===== src/design/plst_pkg.sv =====
`timescale 1ns / 1ps
// Shared types and codes for the positional list store.
// Used by plst_cell and positional_list_store_top; depends on nothing.
package plst_pkg;

    localparam int WORD_W = 32;

    localparam logic [2:0] KIND_APPEND_TAIL = 3'd0;
    localparam logic [2:0] KIND_REMOVE_TAIL = 3'd1;
    localparam logic [2:0] KIND_INSERT_HEAD = 3'd2;
    localparam logic [2:0] KIND_REMOVE_HEAD = 3'd3;
    localparam logic [2:0] KIND_INSERT_AT   = 3'd4;
    localparam logic [2:0] KIND_ERASE_AT    = 3'd5;

    localparam logic [1:0] STATUS_OK     = 2'd0;
    localparam logic [1:0] STATUS_EMPTY  = 2'd1;
    localparam logic [1:0] STATUS_BADPOS = 2'd2;
    localparam logic [1:0] STATUS_FULL   = 2'd3;

    typedef enum logic [1:0] {
        CELL_HOLD,
        CELL_INSERT,
        CELL_ERASE
    } cell_op_t;

    typedef struct packed {
        cell_op_t          op;
        logic [WORD_W-1:0] word;
    } cell_cmd_t;

endpackage


===== src/design/plst_cell.sv =====
`timescale 1ns / 1ps
// One storage cell of the list chain: holds one word and shifts with its neighbors.
// Depends on plst_pkg.
module plst_cell #(
    parameter int IDX_W    = 4,
    parameter int CELL_IDX = 0
) (
    input  logic                       aclk,
    input  plst_pkg::cell_cmd_t        cmd,
    input  logic [IDX_W-1:0]           at,
    input  logic [plst_pkg::WORD_W-1:0] left_data,
    input  logic [plst_pkg::WORD_W-1:0] right_data,
    output logic [plst_pkg::WORD_W-1:0] data
);

    localparam logic [IDX_W-1:0] MY_IDX = IDX_W'(CELL_IDX);

    logic [plst_pkg::WORD_W-1:0] data_reg;
    logic [plst_pkg::WORD_W-1:0] data_next;

    always_comb begin
        data_next = data_reg;
        case (cmd.op)
            plst_pkg::CELL_INSERT: begin
                if (MY_IDX > at) begin
                    data_next = left_data;
                end else if (MY_IDX == at) begin
                    data_next = cmd.word;
                end
            end
            plst_pkg::CELL_ERASE: begin
                if (MY_IDX >= at) begin
                    data_next = right_data;
                end
            end
            default: begin
                data_next = data_reg;
            end
        endcase
    end

    always_ff @(posedge aclk) begin
        data_reg <= data_next;
    end

    assign data = data_reg;

endmodule


===== src/design/positional_list_store_top.sv =====
`timescale 1ns / 1ps
// Top level of the positional list store: request control and the chain of cells.
// Depends on plst_pkg and plst_cell.

// An ordered list of up to CAPACITY signed 32-bit words kept in a row of cells that
// shift up on insert and down on erase, all together. Each request is captured, then
// the sequencer applies it to the whole chain at once, then, once the output is free,
// the head, the tail (read from the cell at count minus one) and the count are
// formed into the result register. A new request is accepted while a finished
// result still waits on the output. The stored words need no clearing after reset;
// of the list itself only the count is reset.
module positional_list_store_top #(
    parameter int CAPACITY = 16
) (
    input  logic        aclk,
    input  logic        aresetn,
    input  logic        s_axis_tvalid,
    output logic        s_axis_tready,
    // kind [2:0], position [7:3], value [39:8]
    input  logic [39:0] s_axis_tdata,
    output logic        m_axis_tvalid,
    input  logic        m_axis_tready,
    // status [1:0], head_value [33:2], tail_value [65:34], entry_count [70:66],
    // is_empty [71], is_full [72], zero fill [79:73]
    output logic [79:0] m_axis_tdata
);

    localparam int CNT_W  = $clog2(CAPACITY + 1);
    localparam int IDX_W  = (CAPACITY > 1) ? $clog2(CAPACITY) : 1;
    localparam int CMP_W  = ((CNT_W > 5) ? CNT_W : 5) + 1;
    localparam int WORD_W = plst_pkg::WORD_W;

    typedef enum logic [1:0] {
        ST_IDLE,
        ST_APPLY,
        ST_REPORT
    } state_t;

    state_t               state_reg, state_next;
    logic [CNT_W-1:0]     count_reg, count_next;
    logic [1:0]           status_reg, status_next;
    logic [2:0]           kind_reg;
    logic [4:0]           pos_reg;
    logic [WORD_W-1:0]    word_reg;
    logic                 m_valid_reg, m_valid_next;
    logic [1:0]           out_status_reg, out_status_next;
    logic [WORD_W-1:0]    out_head_reg, out_head_next;
    logic [WORD_W-1:0]    out_tail_reg, out_tail_next;
    logic [4:0]           out_count_reg, out_count_next;
    logic                 out_empty_reg, out_empty_next;
    logic                 out_full_reg, out_full_next;

    plst_pkg::cell_cmd_t  cell_cmd;
    logic [IDX_W-1:0]     at_sel;
    logic [WORD_W-1:0]    cell_data [CAPACITY];

    logic                 accept;
    logic                 is_full_now;
    logic                 is_empty_now;
    logic [CMP_W-1:0]     pos_cmp;
    logic [CMP_W-1:0]     cnt_cmp;
    logic [4:0]           pos_m1;
    logic [IDX_W-1:0]     tail_idx;
    logic [CMP_W-1:0]     cnt_wide;

    assign s_axis_tready = (state_reg == ST_IDLE);
    assign accept        = s_axis_tvalid && s_axis_tready;

    assign is_full_now  = (count_reg == CNT_W'(CAPACITY));
    assign is_empty_now = (count_reg == '0);
    assign pos_cmp      = CMP_W'(pos_reg);
    assign cnt_cmp      = CMP_W'(count_reg);
    assign cnt_wide     = CMP_W'(count_reg);
    assign pos_m1       = pos_reg - 5'd1;
    assign tail_idx     = IDX_W'(count_reg - CNT_W'(1));

    always_comb begin
        state_next      = state_reg;
        count_next      = count_reg;
        status_next     = status_reg;
        cell_cmd.op     = plst_pkg::CELL_HOLD;
        cell_cmd.word   = word_reg;
        at_sel          = '0;
        m_valid_next    = m_valid_reg && !m_axis_tready;
        out_status_next = out_status_reg;
        out_head_next   = out_head_reg;
        out_tail_next   = out_tail_reg;
        out_count_next  = out_count_reg;
        out_empty_next  = out_empty_reg;
        out_full_next   = out_full_reg;
        unique case (state_reg)
            ST_IDLE: begin
                if (s_axis_tvalid) begin
                    state_next = ST_APPLY;
                end
            end
            ST_APPLY: begin
                status_next = plst_pkg::STATUS_OK;
                state_next  = ST_REPORT;
                case (kind_reg)
                    plst_pkg::KIND_APPEND_TAIL: begin
                        if (is_full_now) begin
                            status_next = plst_pkg::STATUS_FULL;
                        end else begin
                            cell_cmd.op = plst_pkg::CELL_INSERT;
                            at_sel      = IDX_W'(count_reg);
                            count_next  = count_reg + CNT_W'(1);
                        end
                    end
                    plst_pkg::KIND_REMOVE_TAIL: begin
                        if (is_empty_now) begin
                            status_next = plst_pkg::STATUS_EMPTY;
                        end else begin
                            count_next = count_reg - CNT_W'(1);
                        end
                    end
                    plst_pkg::KIND_INSERT_HEAD: begin
                        if (is_full_now) begin
                            status_next = plst_pkg::STATUS_FULL;
                        end else begin
                            cell_cmd.op = plst_pkg::CELL_INSERT;
                            count_next  = count_reg + CNT_W'(1);
                        end
                    end
                    plst_pkg::KIND_REMOVE_HEAD: begin
                        if (is_empty_now) begin
                            status_next = plst_pkg::STATUS_EMPTY;
                        end else begin
                            cell_cmd.op = plst_pkg::CELL_ERASE;
                            count_next  = count_reg - CNT_W'(1);
                        end
                    end
                    plst_pkg::KIND_INSERT_AT: begin
                        if (pos_reg == 5'd0 || pos_cmp > cnt_cmp + CMP_W'(1)) begin
                            status_next = plst_pkg::STATUS_BADPOS;
                        end else if (is_full_now) begin
                            status_next = plst_pkg::STATUS_FULL;
                        end else begin
                            cell_cmd.op = plst_pkg::CELL_INSERT;
                            at_sel      = IDX_W'(pos_m1);
                            count_next  = count_reg + CNT_W'(1);
                        end
                    end
                    plst_pkg::KIND_ERASE_AT: begin
                        if (is_empty_now) begin
                            status_next = plst_pkg::STATUS_EMPTY;
                        end else if (pos_reg == 5'd0 || pos_cmp > cnt_cmp) begin
                            status_next = plst_pkg::STATUS_BADPOS;
                        end else begin
                            cell_cmd.op = plst_pkg::CELL_ERASE;
                            at_sel      = IDX_W'(pos_m1);
                            count_next  = count_reg - CNT_W'(1);
                        end
                    end
                    default: begin
                        status_next = plst_pkg::STATUS_OK;
                    end
                endcase
            end
            ST_REPORT: begin
                if (!m_valid_reg || m_axis_tready) begin
                    m_valid_next    = 1'b1;
                    out_status_next = status_reg;
                    out_head_next   = is_empty_now ? '0 : cell_data[0];
                    out_tail_next   = is_empty_now ? '0 : cell_data[tail_idx];
                    out_count_next  = cnt_wide[4:0];
                    out_empty_next  = is_empty_now;
                    out_full_next   = is_full_now;
                    state_next      = ST_IDLE;
                end
            end
            default: begin
                state_next = ST_IDLE;
            end
        endcase
    end

    always_ff @(posedge aclk) begin
        if (!aresetn) begin
            state_reg   <= ST_IDLE;
            count_reg   <= '0;
            m_valid_reg <= 1'b0;
        end else begin
            state_reg   <= state_next;
            count_reg   <= count_next;
            m_valid_reg <= m_valid_next;
        end
        status_reg     <= status_next;
        out_status_reg <= out_status_next;
        out_head_reg   <= out_head_next;
        out_tail_reg   <= out_tail_next;
        out_count_reg  <= out_count_next;
        out_empty_reg  <= out_empty_next;
        out_full_reg   <= out_full_next;
        if (accept) begin
            kind_reg <= s_axis_tdata[2:0];
            pos_reg  <= s_axis_tdata[7:3];
            word_reg <= s_axis_tdata[39:8];
        end
    end

    for (genvar i = 0; i < CAPACITY; i++) begin : g_cell
        logic [WORD_W-1:0] left_in;
        logic [WORD_W-1:0] right_in;

        if (i == 0) begin : g_first
            assign left_in = cell_data[i];
        end else begin : g_left
            assign left_in = cell_data[i-1];
        end

        if (i == CAPACITY - 1) begin : g_last
            assign right_in = cell_data[i];
        end else begin : g_right
            assign right_in = cell_data[i+1];
        end

        plst_cell #(
            .IDX_W    (IDX_W),
            .CELL_IDX (i)
        ) u_cell (
            .aclk       (aclk),
            .cmd        (cell_cmd),
            .at         (at_sel),
            .left_data  (left_in),
            .right_data (right_in),
            .data       (cell_data[i])
        );
    end

    assign m_axis_tvalid = m_valid_reg;
    assign m_axis_tdata  = {7'b0, out_full_reg, out_empty_reg, out_count_reg,
                            out_tail_reg, out_head_reg, out_status_reg};

endmodule

===== config.mk =====
export PLATFORM = sky130hd
export DESIGN_NAME = positional_list_store_top
export DESIGN_NICKNAME = d
export VERILOG_FILES = /design/src/design/plst_pkg.sv /design/src/design/plst_cell.sv /design/src/design/positional_list_store_top.sv
export SDC_FILE = /design/constraint.sdc
export NUM_CORES = 1
export LEC_CHECK = 0
export BUFFER_PORTS_ARGS = -buffer_cell sky130_fd_sc_hd__buf_2
export CAP_MARGIN = 20
export CORE_ASPECT_RATIO = 1.2
export CORE_MARGIN = 2
export CORE_UTILIZATION = 25
export DETAILED_ROUTE_END_ITERATION = 8
export GPL_ROUTABILITY_DRIVEN = 0
export GPL_TIMING_DRIVEN = 0
export SYNTH_ARGS = -nofsm -noshare
export SYNTH_HDL_FRONTEND = slang
export SYNTH_HIERARCHICAL = 1
export SYNTH_SLANG_ARGS = --single-unit

===== constraint.sdc =====
create_clock -name aclk -period 19.74 [get_ports aclk]
set_input_delay 1.974 -clock aclk [delete_from_list [all_inputs] [get_ports aclk]]
set_output_delay 1.974 -clock aclk [all_outputs]
set_load 0.02 [all_outputs]

Word level (Yosys, flattened, before mapping)
Index checks and enable logic that the tools add are counted.
W data, S select, Z words.
{"block": "word_totals", "n_memories": 0, "input_bits": 44, "ramBits": 0, "out_inout_bits": 82, "ff_bits": 635, "elab_cells": 262, "rom_bits": 0, "latchBits": 0}
{"block": "op_classes", "n_lt_le_gt_ge": 34, "mul": 0, "reduce_logical": 36, "bitwise": 1, "eq_ne": 62, "n_mux": 96, "n_div": 0, "n_shift": 0, "addsub": 4}
{"cell": "$mux W32", "count": 49}
{"cell": "$pmux W32 S2", "count": 15}
{"cell": "$bmux W32 S4", "count": 1}
{"cell": "$ne A3 B1 Y1 const B", "count": 14}
{"cell": "$reduce_and A3 Y1", "count": 14}
{"cell": "$eq A4 B4 Y1 const A", "count": 8}
{"cell": "$gt A4 B4 Y1 const A", "count": 8}
{"cell": "$ne A2 B1 Y1 const B", "count": 16}
{"cell": "$ge A4 B4 Y1 const A", "count": 7}
{"cell": "$mux W5", "count": 5}
{"cell": "$mux W4", "count": 6}
{"cell": "$mux W2", "count": 11}
{"cell": "$pmux W5 S4", "count": 1}
{"cell": "$eq A3 B4 Y1 const A", "count": 4}
{"cell": "$ge A3 B4 Y1 const A", "count": 4}
{"cell": "$gt A3 B4 Y1 const A", "count": 4}
{"cell": "$pmux W2 S4", "count": 2}
{"cell": "$ne A2 B2 Y1 const B", "count": 7}
{"cell": "$pmux W4 S3", "count": 1}
{"cell": "$logic_not A5 Y1", "count": 2}
{"cell": "$eq A2 B4 Y1 const A", "count": 2}
{"cell": "$ge A1 B4 Y1 const A", "count": 2}
{"cell": "$ge A2 B4 Y1 const A", "count": 2}
{"cell": "$gt A1 B4 Y1 const A", "count": 2}
{"cell": "other kinds (30)", "count": 46}

Longest topological paths before layout
Gate-level depths: netlist of the first run.
{"block": "logic_depth", "depth_word": 10, "ltp_mapped": 21, "depth_no_buf": 14}

By module
The synthesis of the first run kept the hierarchy.
{"mod": "positional_list_store_top", "cells_each": 532, "area_each_um2": 8819.7, "instances": 1, "seq_area_each_um2": 3613.5}
{"mod": "plst_cell (g_cell[12].u_cell)", "cells_each": 189, "area_each_um2": 2437.3, "instances": 1, "seq_area_each_um2": 960.9}
{"mod": "plst_cell (g_cell[2].u_cell)", "cells_each": 194, "area_each_um2": 2153.3, "instances": 1, "seq_area_each_um2": 960.9}
{"mod": "plst_cell (g_cell[4].u_cell)", "cells_each": 188, "area_each_um2": 2021.9, "instances": 1, "seq_area_each_um2": 960.9}
{"mod": "plst_cell (g_cell[8].u_cell)", "cells_each": 108, "area_each_um2": 2013.2, "instances": 1, "seq_area_each_um2": 960.9}
{"mod": "plst_cell (g_cell[6].u_cell)", "cells_each": 178, "area_each_um2": 1689.1, "instances": 1, "seq_area_each_um2": 960.9}
{"mod": "plst_cell (g_cell[13].u_cell)", "cells_each": 142, "area_each_um2": 1677.9, "instances": 1, "seq_area_each_um2": 960.9}
{"mod": "plst_cell (g_cell[3].u_cell)", "cells_each": 142, "area_each_um2": 1672.9, "instances": 1, "seq_area_each_um2": 960.9}
{"mod": "plst_cell (g_cell[7].u_cell)", "cells_each": 178, "area_each_um2": 1670.4, "instances": 1, "seq_area_each_um2": 960.9}
{"mod": "plst_cell (g_cell[14].u_cell)", "cells_each": 179, "area_each_um2": 1669.1, "instances": 1, "seq_area_each_um2": 960.9}
{"mod": "plst_cell (g_cell[15].u_cell)", "cells_each": 142, "area_each_um2": 1666.6, "instances": 1, "seq_area_each_um2": 960.9}
{"mod": "plst_cell (g_cell[1].u_cell)", "cells_each": 142, "area_each_um2": 1664.1, "instances": 1, "seq_area_each_um2": 960.9}
{"mod": "plst_cell (g_cell[9].u_cell)", "cells_each": 179, "area_each_um2": 1656.6, "instances": 1, "seq_area_each_um2": 960.9}
{"mod": "plst_cell (g_cell[10].u_cell)", "cells_each": 179, "area_each_um2": 1649.1, "instances": 1, "seq_area_each_um2": 960.9}
{"mod": "3 more rows"}

Least setup slack after synthesis of the first run
OpenSTA, ideal clock, no wires.
{"block": "synth_timing", "path_type": "reg2reg", "startpoint": "register count_reg[0]", "endpoint": "register g_cell[2].u_cell.data_reg (netlist bit g_cell[2].u_cell/data[0]), enable pin", "path_slack_ps": 9784, "arrival_ps": 9433, "n_path_buf": 3, "period_less_slack_ps": 9956, "stages_incl_launch_ff": 12, "cell_sequence": "dfxtp_1 buf_2 buf_6 buf_6 inv_1 ha_1 or3_1 o21ai_1 a21oi_1 nor4_1 xnor2_1 a2111oi_1"}
{"item": "start, declared", "line": "positional_list_store_top.sv:40", "text": "logic [CNT_W-1:0] count_reg, count_next;"}
{"item": "start signal, assigned", "line": "positional_list_store_top.sv:185", "text": "count_reg <= count_next;"}
{"item": "end signal, assigned", "line": "plst_cell.sv:43", "text": "data_reg <= data_next;"}
{"item": "end, declared", "line": "plst_cell.sv:18", "text": "logic [plst_pkg::WORD_W-1:0] data_reg;"}

Final worst setup path of the first run
{"block": "layout_timing", "startpoint": "register count_reg[0]", "endpoint": "register g_cell[2].u_cell.data_reg (netlist bit g_cell[2].u_cell/data[15]), enable pin"}
{"block": "layout_between", "elab_chain_cells": 9, "elab_cells_between_ends": 30}
{"item": "$add A5 B1 Y6 or $gt A5 B5 Y1 (tied branches)", "line": "positional_list_store_top.sv:134, positional_list_store_top.sv:147"}
{"item": "$gt A5 B6 Y1 or $logic_or A1 B1 Y1 (tied branches)", "line": "positional_list_store_top.sv:134, positional_list_store_top.sv:147"}
{"item": "$logic_or A1 B1 Y1 or $mux W4 (tied branches)", "line": "positional_list_store_top.sv:134, positional_list_store_top.sv:147"}
{"item": "$mux W4 (on tied branches)", "line": "positional_list_store_top.sv:134, positional_list_store_top.sv:145"}
{"item": "$pmux W4 S3 (*)", "line": "positional_list_store_top.sv:100", "text": "case (kind_reg)"}
{"item": "$mux W4 (*)", "line": "positional_list_store_top.sv:91", "text": "unique case (state_reg)"}
{"item": "net at_sel[3]", "line": "positional_list_store_top.sv:54", "text": "logic [IDX_W-1:0] at_sel;"}
{"item": "$gt A2 B4 Y1 (tied with other cells)", "line": "plst_cell.sv:25", "text": "if (MY_IDX > at) begin"}
{"item": "$ne A3 B1 Y1 (no source line) or $ne A2 B1 Y1 (tied branches)"}
{"item": "$reduce_and A3 Y1 (no source line) (*)"}
The timed path passes the listed nets; every way through them passes the cells marked *.
A chain may end at the register's enable or synchronous reset.

==> impl_metrics.json, run 1 <==
{
  "status": "finished, final reports clean",
  "grt_pass1_wl_um": 169000,
  "synth_top_cell_area_share_pct": 50.6,
  "num_vias": 25747,
  "finalHoldViolations": 0,
  "critPathMaxStageDelay_ns": 0.74,
  "min_period_ns": 8.28,
  "drtIter0Drc": 1801,
  "largest_register_ff_count": 512,
  "syn-cell-area_mm2": 0.0372,
  "relSlewSlack_pct": 28.0,
  "fp.dieW_um": 356,
  "die_y_um": 427,
  "pin_count": 126,
  "vdd_ir_drop_max_mv": 0.0623,
  "yosysTopAreaCell": "edfxtp_1",
  "cp_slowest_cell": "a2111oi_2",
  "initial_core_util_pct": 25.1,
  "area_delta_synth_final_pct": 15.8,
  "worst_pin_slew_ns": 1.08,
  "crit_type": "flop to flop",
  "drcViolationCount": 0,
  "synth_edf_count": 627,
  "crit_fanout": 17,
  "endpoint_kind": "flop",
  "clock-skew-final_ns": 0.0325,
  "antenna_left": 0,
  "syn_area_per_cell_um2": 12.5,
  "ys_ff_latch": 635,
  "cts_setup_buffers": 0,
  "finalCritPeriodShare_pct": 42.0,
  "cpMostUsedCell": "buf_6",
  "drv_cap": 0,
  "ys_seq_area_share_pct": 51.0,
  "reg2reg_slack_ns": 11.46,
  "finalSetupViolations": 0,
  "grt.overflow.total": 0,
  "routed_wirelength_um": 117000,
  "ys_warn_count": 6,
  "grtUsageTotal_pct": 14.9,
  "r2r_cells": 27,
  "clock_sinks": 635,
  "dieArea_mm2": 0.152,
  "grt_max_degree": 31,
  "drive_gt1_share_pct": 24.9,
  "r2r_start": "count_reg[0]",
  "synthTopCellsByCount": "edfxtp_1 (627), nand2_1 (363), nor2_1 (261)",
  "leakage_nw": 15.4,
  "ys_types": 90,
  "rsz0062_at_grt": "no",
  "required_ns": 20.11,
  "r2r-end": "g_cell[2].u_cell/data[15]",
  "clkTransAtPathRegs_ns": 0.07,
  "clk_path_buf_depth": 3,
  "cp_top_family": "buffers and inverters",
  "wl_per_cell_um": 22.4,
  "worstHoldStart": "count_reg[2]",
  "antenna_found_initial": 8,
  "dp_slack_ns": 11.59,
  "viasPerCell": 4.95,
  "netlist_instances": 2967,
  "fin_cells": 5206,
  "cp.arrival_ns": 8.66,
  "core_mm2": 0.148,
  "worst_setup_path_start_kind": "flop",
  "synth_area_leaders": "edfxtp_1 (51%), mux4_2 (9.7%), a31oi_1 (3.8%)",
  "final_nets": 3255,
  "p_per_area_mw_per_mm2": 70.8,
  "ctsResizeCount": 0,
  "yosysMostFrequentCell": "edfxtp_1",
  "holdPathStages": 0,
  "clock.fmax_mhz": 121,
  "setup_slack_ns": 11.46,
  "postCtsHoldBufs": 0,
  "setup_tns_ns": 0,
  "cts.htree.levels": 2,
  "cts_tree": "done",
  "rows": 155,
  "first_global_vias": 25719,
  "dp_hpwl_um": 93800,
  "placed_cells": 5096,
  "cts-buffers-inserted": 61,
  "clk_root_buffer_cell": "clkbuf_16",
  "final_max_slew_viol_count": 0,
  "cp_num_buf_inv": 17,
  "synth_flop_cell": "edfxtp_1",
  "first_pass_iters": 8,
  "portBuffers": 117,
  "min_to": "out_count_reg[2]",
  "hold_class": "flop to flop",
  "synthArstFlopShare_pct": 0,
  "clk_latency_ns": 0.68
}
-- stage by stage --
step	hold slack [ns]	utilization, %	area, µm²	power [mW]
after global routing	0.440	29.0	43100	3.14
after CTS	0.436	29.0	43100	3.08
after detailed placement	0.418	27.7	41100	1.88
final	0.432	29.0	43100	3.05
after floorplan	0.400	-	37200	1.76
after global placement	0.424	27.1	40300	1.87
-- worst max path at each step --
stage / cells after the start / start / endpoint / slack (ns)
floorplan: 11 / count_reg[0] / g_cell[2].u_cell/data[0] / 9.78
global placement: 11 / count_reg[0] / g_cell[2].u_cell/data[15] / 1.58
detailed placement: 27 / count_reg[0] / g_cell[2].u_cell/data[16] / 11.59
CTS: 27 / count_reg[0] / g_cell[2].u_cell/data[15] / 11.57
global route: 27 / count_reg[0] / g_cell[2].u_cell/data[15] / 11.24
finish: 27 / count_reg[0] / g_cell[2].u_cell/data[15] / 11.46
-- where the power goes --
part | internal [mW] | total, mW | switching (mW)
clock | 0.640 | 1.19 | 0.554
combinational | 0.126 | 0.282 | 0.156
sequential | 1.52 | 1.57 | 0.0507
-- placed cells by master (no fill, tap or decap), types with 14 or more instances in the layout --
master / instances
edfxtp_1: 627
nand2_1: 363
nor2_1: 260
a31oi_1: 228
buf_2: 184
mux4_2: 160
mux2i_1: 130
and2_1: 128
a21oi_1: 103
clkbuf_1: 97
mux2_4: 88
nor3b_1: 68
buf_6: 66
clkbuf_16: 62
a221o_1: 62
o21ai_1: 55
buf_4: 46
nand3_1: 45
o31ai_1: 34
or4b_1: 33
or3b_1: 32
nor3b_2: 29
a31oi_2: 29
o21ai_0: 20
a21bo_1: 20
xnor2_1: 19
buf_12: 19
nand2b_1: 17
ha_1: 14
buf_8: 14
-- metal layers --
layer,wire length [µm],global-route usage (%),vias up
li1,-,-,11867
met1,43900,16.6,12811
met2,61700,27.9,889
met3,4950,1.40,180
met4,6200,7.49,0
met5,0,0,-
-- worst register-to-register path, stage by stage, from the launching register on --
cell	delay, ns
dfxtp_1	0.42
buf_2	0.34
buf_6	0.29
buf_6	0.23
inv_1	0.11
ha_1	0.55
clkbuf_1	0.60
buf_1	0.58
inv_1	0.24
ha_1	0.36
nor2b_1	0.13
o21bai_1	0.07
a31oi_1	0.33
or2_1	0.20
o31ai_1	0.08
nand3_1	0.38
o21ai_4	0.19
buf_12	0.22
buf_12	0.20
buf_6	0.17
buf_6	0.14
clkbuf_1	0.24
a2111oi_2	0.74
buf_4	0.28
buf_4	0.16
buf_2	0.24
buf_2	0.28
buf_4	0.23
-- cell families (layout without fill, tap and decap cells) --
kind of cell	count (synthesis)	count (layout)	synth area share, %
AO/OA/AOI/OAI	612	612	11.7
XOR/XNOR	21	21	0.514
adder cells (fa/ha/maj)	14	14	0.471
buffers and inverters	287	556	5.20
flip-flops	635	635	51.0
multiplexers	386	386	17.0
other	1	9	0.0101
AND/OR/NAND/NOR	1011	1011	14.2
-- cell type report --
cell class | count | area (µm²)
antenna | 2 | 5.00
buffer | 273 | 1880
clock buffer | 69 | 1580
clock inverter | 39 | 363
fill | 15056 | 105000
inverter | 14 | 52.6
multi-input combinational | 2051 | 16500
sequential | 635 | 19000
tap | 1962 | 2450
timing repair buffer | 161 | 1230
No activity file was read; power rests on OpenSTA's default activity.
==> run 2: changes to the inputs <==
--- a/config.mk
+++ b/config.mk
@@ -5,6 +5,7 @@
 export SDC_FILE = /design/constraint.sdc
 export NUM_CORES = 1
 export LEC_CHECK = 0
+export ABC_AREA = 1
 export BUFFER_PORTS_ARGS = -buffer_cell sky130_fd_sc_hd__buf_2
 export CAP_MARGIN = 20
 export CORE_ASPECT_RATIO = 1.2
==> constraint.sdc (replaced) <==
create_clock -name aclk -period 7.85 [get_ports aclk]
set_input_delay 0.785 -clock aclk [delete_from_list [all_inputs] [get_ports aclk]]
set_output_delay 0.785 -clock aclk [all_outputs]
set_load 0.02 [all_outputs]
==> run 2 against run 1 <==
Against the previous run: count of clock-buffer cells in the layout grew 25; core utilization is 0.075 points lower; critical path depth increased by 1; first-iteration DRC count increased by 85%; synthesized cell count increased by 88%; die area increased by 14%; sequential power grew to 2.6 times the previous value; largest power group unchanged.
==> impl_metrics.json, run 2 <==
{
  "dp_slack_ns": 0.910,
  "seqPwrFrac_pct": 46.7,
  "clock_power_share_pct": 38.9,
  "clock.fmax_mhz": 142,
  "viasPerCell": 4.50,
  "synthAdderAreaFrac_pct": 0.414,
  "cpMostUsedCell": "nand2_1",
  "clock_sinks": 635,
  "hold_class": "input port to flop",
  "finalHoldViolations": 0,
  "clk_root_buffer_cell": "clkbuf_16",
  "finalSetupViolations": 0,
  "ys_types": 49,
  "synth_edf_count": 627,
  "pin_count": 126,
  "power_mw": 8.59,
  "power_frac_comb_pct": 14.4,
  "intPower_mw": 6.08,
  "fin_cells": 8110,
  "yosysTopAreaCell": "edfxtp_1",
  "clk_path_buf_depth": 3,
  "vdd_ir_drop_max_mv": 0.141,
  "relSlewSlack_pct": 23.2,
  "drv_cap": 0,
  "synth-compound-area-share_pct": 7.32,
  "first_pass_iters": 6,
  "cts-buffers-inserted": 74,
  "holdWs_ns": 0.271,
  "min_period_ns": 7.02,
  "ys_ff_latch": 635,
  "portBuffers": 118,
  "finalCritPeriodShare_pct": 89.4,
  "synth_area_leaders": "edfxtp_1 (44%), nand2_1 (14%), nand3_1 (9.6%)",
  "netlist_instances": 5572,
  "placed_cells": 7976,
  "critPathMaxStageDelay_ns": 0.76,
  "grt_max_degree": 35,
  "worst_pin_slew_ns": 1.15,
  "yosysMostFrequentCell": "nand2_1",
  "grtUsageTotal_pct": 15.9,
  "ys_seq_area_share_pct": 44.9,
  "clkTransAtPathRegs_ns": 0.07,
  "final_cell_area_mm2": 0.0487,
  "fp.dieW_um": 380,
  "drive_gt1_share_pct": 14.5,
  "synth_top_cell_area_share_pct": 44.5,
  "cts_setup_buffers": 0,
  "initial_core_util_pct": 25.1,
  "ctsResizeCount": 0,
  "first_global_vias": 36436,
  "synth-simple-area-share_pct": 31.9,
  "drcViolationCount": 0,
  "final_util_pct": 29.0,
  "cp_slowest_cell": "clkbuf_1",
  "p_switching_mw": 2.51,
  "synthArstFlopShare_pct": 0,
  "endpoint_kind": "flop",
  "largest_register_ff_count": 512,
  "layout_common_cells": "nand2_1 (1523), inv_1 (1032), nand3_1 (808)",
  "required_ns": 8.27,
  "dp_hpwl_um": 114000,
  "placedInstanceArea_mm2": 0.0465,
  "crit_type": "flop to flop",
  "p_per_area_mw_per_mm2": 176,
  "setup_tns_ns": 0,
  "status": "finished, final reports clean",
  "final_max_slew_viol_count": 0,
  "final_common_cell": "nand2_1",
  "muxShareOfSynthArea_pct": 0,
  "final_nets": 5856,
  "dieArea_mm2": 0.173,
  "antenna_left": 0,
  "area_delta_synth_final_pct": 15.2,
  "rows": 165,
  "num_vias": 36483,
  "grt_pass1_wl_um": 212000,
  "antenna_found_initial": 4,
  "clock-skew-final_ns": 0.0365,
  "clk_latency_ns": 0.70,
  "synth_flop_cell": "edfxtp_1",
  "synthTopCellsByCount": "nand2_1 (1523), inv_1 (1032), nand3_1 (808)",
  "core_mm2": 0.168,
  "drtIter0Drc": 3340,
  "setup_slack_ns": 0.830,
  "worst_setup_path_start_kind": "flop",
  "synth_top_family_by_area": "simple AND/OR/NAND/NOR gates",
  "leakage_nw": 22.8,
  "postCtsHoldBufs": 0,
  "syn_area_per_cell_um2": 7.59,
  "synth_xor_xnor_area_share_pct": 0.225,
  "fillers": 18173,
  "cts_tree": "done",
  "grt.overflow.total": 0,
  "rsz0062_at_grt": "no",
  "cts.htree.levels": 3,
  "crit_fanout": 22,
  "cp.arrival_ns": 7.44,
  "netSwitchingFraction_pct": 29.2,
  "die_y_um": 455,
  "wl_per_cell_um": 17.5,
  "ys_warn_count": 6,
  "syn-cell-area_mm2": 0.0423,
  "routed_wirelength_um": 142000
}
==> run 2: power by group through the flow <==
| stage | clock, mW | combinational (mW) | sequential [mW] |
|---|---|---|---|
| 3_5_place_dp | 0 | 1.22 | 4.08 |
| 2_1_floorplan | 0 | 0.736 | 4.03 |
| 3_3_place_gp | 0 | 1.16 | 4.09 |
| 5_1_grt | 3.54 | 1.35 | 4.03 |
| 4_1_cts | 3.42 | 1.22 | 4.01 |
| 6_report | 3.34 | 1.23 | 4.02 |
==> run 2: worst max-delay path, delay by kind of cell (launching register included) <==
| family | cells | cell delay [ns] |
|---|---|---|
| buffers and inverters | 14 | 3.70 |
| flip-flops | 1 | 0.42 |
| adder cells (fa/ha/maj) | 2 | 0.90 |
| AO/OA/AOI/OAI | 2 | 0.74 |
| AND/OR/NAND/NOR | 10 | 0.90 |
==> run 2: cell type report <==
class / instances / area, µm² / area share, %
Antenna cell: 2 / 5.00 / 0.0103
Sequential cell: 635 / 19000 / 39.0
Multi-Input combinational cell: 3517 / 17000 / 34.9
Inverter: 1063 / 4010 / 8.22
Clock inverter: 38 / 299 / 0.614
Tap cell: 2254 / 2820 / 5.79
Timing Repair Buffer: 144 / 1210 / 2.48
Buffer: 363 / 2460 / 5.05
Clock buffer: 94 / 1950 / 4.00
==> run 2: logic make-up after synthesis <==
group	after synthesis
other	1
DFF	635
and+or+nand+nor	2974
AOI/OAI and AO/OA	512
buffers and inverters	1426
adders and majority gates	14
xor gates and xnor gates	10
==> run 2: final timing paths <==
kind | start | depth (start not counted) | to | slack [ns]
min | s_axis_tdata[6] | 1 | pos_reg[3] | 0.27
max reg2reg | count_reg[0] | 28 | g_cell[5].u_cell/data[16] | 0.83
max | count_reg[0] | 28 | g_cell[5].u_cell/data[16] | 0.83
min reg2reg | status_reg[0] | 0 | out_status_reg[0] | 0.42
==> run 2: metal layers <==
metal  vias to the layer above  wire [µm]  GRT usage (%)
li1                      18310          -              -
met1                     16558      55300           17.8
met2                      1307      70100           28.9
met3                       306       8050           2.09
met4                         2       8110           9.39
met5                         -          8              0
